<file path="src/sv/spq_pkg.sv">
// ----------------------------------------------------------------------------
// spq_pkg - shared types and codes of the sorted priority queue
// Entry and command structs passed from the control to the cell row,
// opcode and status codes.
// ----------------------------------------------------------------------------
package spq_pkg;

   localparam int KeyWidth   = 32;
   localparam int PrioWidth  = 32;
   localparam int StatWidth  = 2;
   localparam int CountWidth = 5;

   // request kinds
   localparam logic OP_INSERT  = 1'b0;
   localparam logic OP_EXTRACT = 1'b1;

   // result status codes
   localparam logic [StatWidth-1:0] STAT_DONE  = 2'd0;
   localparam logic [StatWidth-1:0] STAT_EMPTY = 2'd1;
   localparam logic [StatWidth-1:0] STAT_FULL  = 2'd2;

   typedef struct packed {
      logic signed [KeyWidth-1:0]  key;
      logic signed [PrioWidth-1:0] prio;
   } entry_type;

   // broadcast to every cell in the row
   typedef struct packed {
      logic      insert;   // insert taken (queue not full)
      logic      extract;  // extract taken (queue not empty)
      entry_type entry;    // new entry of an insert
   } cmd_type;

endpackage

</file>
<file path="src/sv/spq_cell.sv">
// ----------------------------------------------------------------------------
// spq_cell - one slot of the sorted row
// Holds one entry, compares it with the broadcast priority, and takes the
// new entry, its left neighbor's or its right neighbor's entry, or keeps its own.
// ----------------------------------------------------------------------------
module spq_cell (
   input  logic              clock,
   input  logic              strict_cmp,   // head slot: only a strictly higher prio goes first
   input  logic              occupied,
   input  spq_pkg::cmd_type  cmd,
   input  logic              left_flag,
   input  spq_pkg::entry_type left_entry,
   input  spq_pkg::entry_type right_entry,
   output spq_pkg::entry_type entry,
   output logic              flag
);
   import spq_pkg::*;

   entry_type entry_ff;
   entry_type entry_in;
   logic      prio_gt;
   logic      prio_ge;

   // insert position marker: new entry belongs at or before this slot
   assign prio_gt = cmd.entry.prio >  entry_ff.prio;
   assign prio_ge = cmd.entry.prio >= entry_ff.prio;
   assign flag    = !occupied || (strict_cmp ? prio_gt : prio_ge);

   // pick next content
   always_comb begin
      entry_in = entry_ff;
      if (cmd.insert) begin
         if (flag && !left_flag) begin
            entry_in = cmd.entry;
         end else if (flag) begin
            entry_in = left_entry;
         end
      end else if (cmd.extract) begin
         entry_in = right_entry;
      end
   end

   always_ff @(posedge clock) begin
      entry_ff <= entry_in;
   end

   assign entry = entry_ff;

endmodule

</file>
<file path="src/sv/sorted_priority_queue_core.sv">
// ----------------------------------------------------------------------------
// sorted_priority_queue_core - bounded priority queue, sorted shift row
// Entries sit in a row of cells in descending priority order. An insert
// shifts the tail right and drops the new entry in place; an extract shifts
// the whole row left. Each item yields one result with status and new head.
// ----------------------------------------------------------------------------
//
//  channel | dir | tdata fields (low bit up)                       | tuser
//  --------+-----+--------------------------------------------------+---------
//  req     | in  | entry_key[31:0], entry_priority[63:32]          | opcode
//  rsp     | out | status[1:0], head_valid[2], head_key[34:3],     | -
//          |     | head_priority[66:35], entry_count[71:67]        |
//
//  One item per cycle unless a waiting result stalls on rsp_tready: every cell
//  compares its priority with the incoming one in parallel and shifts in the
//  same cycle, so the clock is set by a single 32-bit compare plus a 4-way select per cell.
//  Result appears in the cycle after acceptance, in an output register.
//  req_tready is low only while a result waits and rsp_tready is low.
//  Synchronous reset empties the queue; stored entries are not cleared.
//
module sorted_priority_queue_core #(
   parameter int CAPACITY = 16
) (
   input  logic        clock,
   input  logic        reset,
   input  logic        req_tvalid,
   output logic        req_tready,
   input  logic [63:0] req_tdata,   // entry_key[31:0], entry_priority[63:32]
   input  logic [0:0]  req_tuser,   // opcode[0]
   output logic        rsp_tvalid,
   input  logic        rsp_tready,
   output logic [71:0] rsp_tdata    // status, head_valid, head_key, head_priority, entry_count
);
   import spq_pkg::*;

   localparam int CW = $clog2(CAPACITY + 1);

   logic [CW-1:0]   count_ff;
   logic [CW-1:0]   count_in;
   logic            rsp_valid_ff;
   logic [71:0]     rsp_data_ff;
   logic [71:0]     rsp_data_in;
   logic            accept;
   logic            is_full;
   logic            is_empty;
   logic [StatWidth-1:0] status;
   cmd_type         cmd;
   entry_type       cell_entry [CAPACITY];
   logic            cell_flag  [CAPACITY];
   entry_type       head_in;
   logic [CW+4:0]   count_ext;

   assign req_tready = !rsp_valid_ff || rsp_tready;
   assign accept     = req_tvalid && req_tready;
   assign is_full    = (count_ff == CW'(CAPACITY));
   assign is_empty   = (count_ff == '0);

   // command broadcast
   always_comb begin
      cmd.insert     = accept && (req_tuser[0] == OP_INSERT) && !is_full;
      cmd.extract    = accept && (req_tuser[0] == OP_EXTRACT) && !is_empty;
      cmd.entry.key  = req_tdata[31:0];
      cmd.entry.prio = req_tdata[63:32];
   end

   // cell row
   for (genvar i = 0; i < CAPACITY; i++) begin : g_cell
      localparam logic [CW-1:0] IDX = CW'(i);
      spq_cell u_cell (
         .clock       (clock),
         .strict_cmp  (i == 0),
         .occupied    (count_ff > IDX),
         .cmd         (cmd),
         .left_flag   ((i == 0) ? 1'b0 : cell_flag[(i == 0) ? 0 : i-1]),
         .left_entry  ((i == 0) ? cmd.entry : cell_entry[(i == 0) ? 0 : i-1]),
         .right_entry (cell_entry[(i == CAPACITY-1) ? i : i+1]),
         .entry       (cell_entry[i]),
         .flag        (cell_flag[i])
      );
   end

   // occupancy and status
   always_comb begin
      count_in = count_ff;
      status   = STAT_DONE;
      if (accept) begin
         if (req_tuser[0] == OP_INSERT) begin
            if (is_full) begin
               status = STAT_FULL;
            end else begin
               count_in = count_ff + 1'b1;
            end
         end else begin
            if (is_empty) begin
               status = STAT_EMPTY;
            end else begin
               count_in = count_ff - 1'b1;
            end
         end
      end
   end

   // head after the operation
   always_comb begin
      head_in = cell_entry[0];
      if (cmd.insert && cell_flag[0]) begin
         head_in = cmd.entry;
      end else if (cmd.extract) begin
         head_in = cell_entry[1];
      end
      if (count_in == '0) begin
         head_in = '0;
      end
   end

   assign count_ext   = {5'b0, count_in};
   assign rsp_data_in = {count_ext[4:0], head_in.prio, head_in.key,
                         (count_in != '0), status};

   always_ff @(posedge clock) begin
      if (reset) begin
         count_ff     <= '0;
         rsp_valid_ff <= 1'b0;
      end else begin
         count_ff <= count_in;
         if (accept) begin
            rsp_valid_ff <= 1'b1;
         end else if (rsp_tready) begin
            rsp_valid_ff <= 1'b0;
         end
      end
   end

   always_ff @(posedge clock) begin
      if (accept) begin
         rsp_data_ff <= rsp_data_in;
      end
   end

   assign rsp_tvalid = rsp_valid_ff;
   assign rsp_tdata  = rsp_data_ff;

   // checks
   a_count_bound: assert property (@(posedge clock) disable iff (reset)
      count_ff <= CW'(CAPACITY))
      else $error("occupancy above capacity");

   a_empty_hold: assert property (@(posedge clock) disable iff (reset)
      accept && (req_tuser[0] == OP_EXTRACT) && is_empty |=> $stable(count_ff))
      else $error("extract from empty queue changed occupancy");

   a_full_hold: assert property (@(posedge clock) disable iff (reset)
      accept && (req_tuser[0] == OP_INSERT) && is_full |=> $stable(count_ff))
      else $error("insert into full queue changed occupancy");

   a_head_flag: assert property (@(posedge clock) disable iff (reset)
      accept |=> rsp_tdata[2] == (count_ff != '0))
      else $error("head_valid disagrees with occupancy");

endmodule
</file>
<file path="config.mk">
export PLATFORM = sky130hd
export DESIGN_NAME = sorted_priority_queue_core
export DESIGN_NICKNAME = d
export VERILOG_FILES = /design/src/sv/spq_pkg.sv /design/src/sv/spq_cell.sv /design/src/sv/sorted_priority_queue_core.sv
export SDC_FILE = /design/constraint.sdc
export NUM_CORES = 2
export LEC_CHECK = 0
export BUFFER_PORTS_ARGS = -buffer_cell sky130_fd_sc_hd__buf_2
export CORE_MARGIN = 2
export CORE_UTILIZATION = 58
export CTS_CLUSTER_DIAMETER = 50
export DETAILED_ROUTE_END_ITERATION = 8
export HOLD_SLACK_MARGIN = 0.06
export PLACE_DENSITY = 0.85
export SYNTH_ARGS = -nofsm -noshare
export SYNTH_HDL_FRONTEND = slang
export SYNTH_SLANG_ARGS = --single-unit
</file>
<file path="constraint.sdc">
create_clock -name clock -period 10.7 [get_ports clock]
set_clock_uncertainty 0.1 [all_clocks]
set_input_delay 2.14 -clock clock [delete_from_list [all_inputs] [get_ports clock]]
set_output_delay 2.14 -clock clock [all_outputs]
set_load 0.005 [all_outputs]
</file>
==> summary.txt <==
Run status
  – Run status: completed

Setup path
  – Crit path buffers/inverters: 2
  – Worst Path Class, Setup: in -> reg
  – Crit-path max cell delay: 1.05 ns
  – WP data required: around 11 ns
  – Kind of cell adding the most delay to the critical path: simple AND/OR/NAND/NOR gates
  – Critical path launch point type: input pin
  – Crit. End Element: flop
  – Max FO, Critical Path: 36
  – Sequence of cells on the critical path: buf_2 > ha_1 > nand4_1 > nor4_1 > o21ai_0 > a31o_2 > and4_1 > or2_2 > o21ai_4 > buf_4
  – Worst EP arrival: approximately 7.4 ns
  – Cell with the biggest individual delay on the critical path: sky130_fd_sc_hd__o21ai_4

STA
  – Setup tns final: 0 ns
  – Max_slew headroom: 0.0344
  – Endpoints failing setup: 0
  – FMAX: 141 MHz
  – Slew at the pin closest to its max-slew limit: between 1 and 1.5 ns
  – Number of hold violations in the final report: 0
  – Minimum period implied by the final worst setup slack: around 7 ns
  – Crit share post-route: 0.662
  – Number of max-slew violations in the final report: 0
  – Setup repair after global routing missed its margin: false

Place
  – Number of port buffers: 142
  – Placement Cell Area: about 70000 µm²
  – HPWL Detailed: ~160 mm
  – Placed Cells incl. Taps: ~8.2k
  – Global placement routability congestion: roughly 1.0

Routing
  – Total routed wirelength: 243 mm
  – Post-DR wirelength/cell: about 29 µm
  – Initial DRT Pass Iterations: 7
  – Total via count after detailed routing: 62.4k
  – Antenna viol nets, final: 0
  – Via density: between 7 and 8
  – Post-detailed-route DRC marker count: 0
  – Initial DRC count: approximately 11k

Synth
  – Number of synthesized flops with an enable pin: roughly 1.1k
  – Cell types with the largest area share after synthesis: sky130_fd_sc_hd__edfxtp_1, sky130_fd_sc_hd__ha_1, sky130_fd_sc_hd__nand2_1, sky130_fd_sc_hd__o211ai_1, sky130_fd_sc_hd__nand3_1
  – Post-synth top area cell: sky130_fd_sc_hd__edfxtp_1
  – Yosys synthesis warning count: 0
  – Post-synthesis register bit count: between 1k and 1.5k
  – Fraction of registers with async set or reset after synthesis: 0
  – Number of library cell types mapped by synthesis: 76
  – Post-Syn Nets: ~7.6k
  – Most frequent cell after synthesis: sky130_fd_sc_hd__edfxtp_1
  – Cell Area, Synth: between 60000 and 70000 µm²
  – Post-Synthesis Cells: 7027
  – Area share of the largest cell type after synthesis: 0.475
  – Most frequently used flop master after synthesis: sky130_fd_sc_hd__edfxtp_1
  – Share of the yosys chip area belonging to registers: 0.477
  – Avg Synthesized Cell Area: a little under 10 µm²
  – Leading cell types by count after synthesis: sky130_fd_sc_hd__edfxtp_1, sky130_fd_sc_hd__nand2_1, sky130_fd_sc_hd__nand3_1

Die
  – Overall die height: 350 µm
  – Die width: around 350 µm
  – Placeable core region: 118000 µm²
  – Starting Density: 0.586
  – Floorplan row count: 126
  – Number of top-level pins: between 100 and 150
  – Floorplan die area: roughly 120000 µm²

GRT
  – Layer with the highest usage: met2
  – Overall overflow remaining after global route: 0
  – Met3 layer usage reported by global route: 0.109
  – Number of global-route vias before repair: between 60k and 70k
  – Aggregate global-route resource usage: 0.387
  – Met1 Usage GRT: 0.491
  – Met2 global-route usage: 0.581
  – Global-route wire length before repair: around 360 mm
  – Antenna violations before repair: 9
  – Maximum number of pins on one net before global-route repair: approximately 240

Layout
  – Non-filler instance count after layout: roughly 8.4k
  – Layout Nets: between 7k and 8k
  – Layout-stage area growth over the synthesis result: 8.72%
  – Final Cell Area: approximately 75000 µm²
  – Proportion of layout cells with a drive suffix above 1: 0.0789

Clocking
  – Total CTS buffers: around 140
  – Clock Root Buffer: sky130_fd_sc_hd__clkbuf_16
  – Number of levels the H-tree was split into: 4
  – Number of buffers inserted for hold repair after clock tree synthesis: 0
  – Bufs on Longest Clock Path: 3
  – TritonCTS clock tree: done
  – Clock Sinks: roughly 1.1k
  – Clock transition at the registers of the reported paths: about 0.060 ns
  – Post-CTS Setup Inserts: 0
  – Clock network latency to the later pin of the worst-skew pair: 0.79 ns
  – Post-CTS Resized: 0

Power
  – Leakage Power: between 20 and 30 nW
  – Worst ir drop on vdd: 0.176 mV
  – Total power density per cell area: 185 nW/µm²

Run
  – Number of max-capacitance violations reported: 0

Worst hold path
  – Class of the tightest hold or removal check: reg -> reg
==> sequential cells by signal (all words and copies together) (netlist names) <==
name                 flops
rsp_tdata               72
rsp_tvalid               1
count_ff                 5
g_cell.u_cell.entry   1024
==> worst min-delay path, stage by stage (launching register included) <==
cell                       delay, ns
sky130_fd_sc_hd__edfxtp_1       0.32
sky130_fd_sc_hd__nand2_1        0.04
sky130_fd_sc_hd__nand3_1        0.05
==> where the power goes <==
part           switching [mW]  internal (mW)  total (mW)
Combinational            2.18          0.980        3.16
Clock                    2.06           2.76        4.82
Sequential              0.347           5.62        5.97
Total                    4.59           9.36        14.0
==> layout by cell type, fill, tap and decap left out, drive strengths merged, types with 166 or more instances in the layout <==
| cell | count |
|---|---|
| a21oi | 455 |
| inv | 606 |
| o221ai | 219 |
| nor2 | 252 |
| edfxtp | 1096 |
| buf | 247 |
| clkbuf | 166 |
| ha | 517 |
| o211ai | 443 |
| nand2 | 972 |
| a221o | 235 |
| nand3 | 619 |
==> through the flow <==
| stage | util | setup slack [ns] | hold slack, ns | power (mW) |
|---|---|---|---|---|
| detailed placement | 0.598 | 3.21 | 0.405 | 9.04 |
| global placement | 0.598 | 3.26 | 0.396 | 8.90 |
| floorplan | - | 0.516 | 0.395 | 7.90 |
| finish | 0.637 | 3.61 | 0.414 | 14.0 |
| CTS | 0.637 | 4.02 | 0.420 | 13.8 |
| global route | 0.637 | 3.60 | 0.448 | 14.3 |
==> layer usage <==
layer,part of all wire,vias up
li1,-,26200
met1,0.35,29400
met2,0.43,5605
met3,0.14,1133
met4,0.074,14
met5,0.00036,-
==> final timing paths <==
kind                               startpoint                          end  slack, ns  depth (start not counted)
setup / recovery                req_tdata[43]  g_cell[13].u_cell.entry[16]       3.61                         10
hold / removal    g_cell[15].u_cell.entry[53]  g_cell[14].u_cell.entry[53]       0.41                          2
setup reg to reg                  count_ff[1]   g_cell[0].u_cell.entry[54]       4.84                          9
hold reg to reg   g_cell[15].u_cell.entry[53]  g_cell[14].u_cell.entry[53]       0.41                          2
==> cell families after synthesis <==
logic type      Yosys count  synth area share
xor+xnor                  1          0.000127
mux                     101            0.0157
buf+inv                1205            0.0678
fa+ha+maj               517            0.0934
simple gates           2222             0.147
flops                  1102             0.477
compound gates         1879             0.199
==> area by class of cell <==
class / instances / area, µm²
Antenna cell: 1 / 2.50
Clock buffer: 166 / 3630
Clock inverter: 87 / 952
Fill cell: 9115 / 43000
Inverter: 588 / 2210
Multi-Input combinational cell: 4720 / 31900
Sequential cell: 1102 / 33000
Tap cell: 1536 / 1920
Timing Repair Buffer: 247 / 1600
No activity file was read; power rests on OpenSTA's default activity.
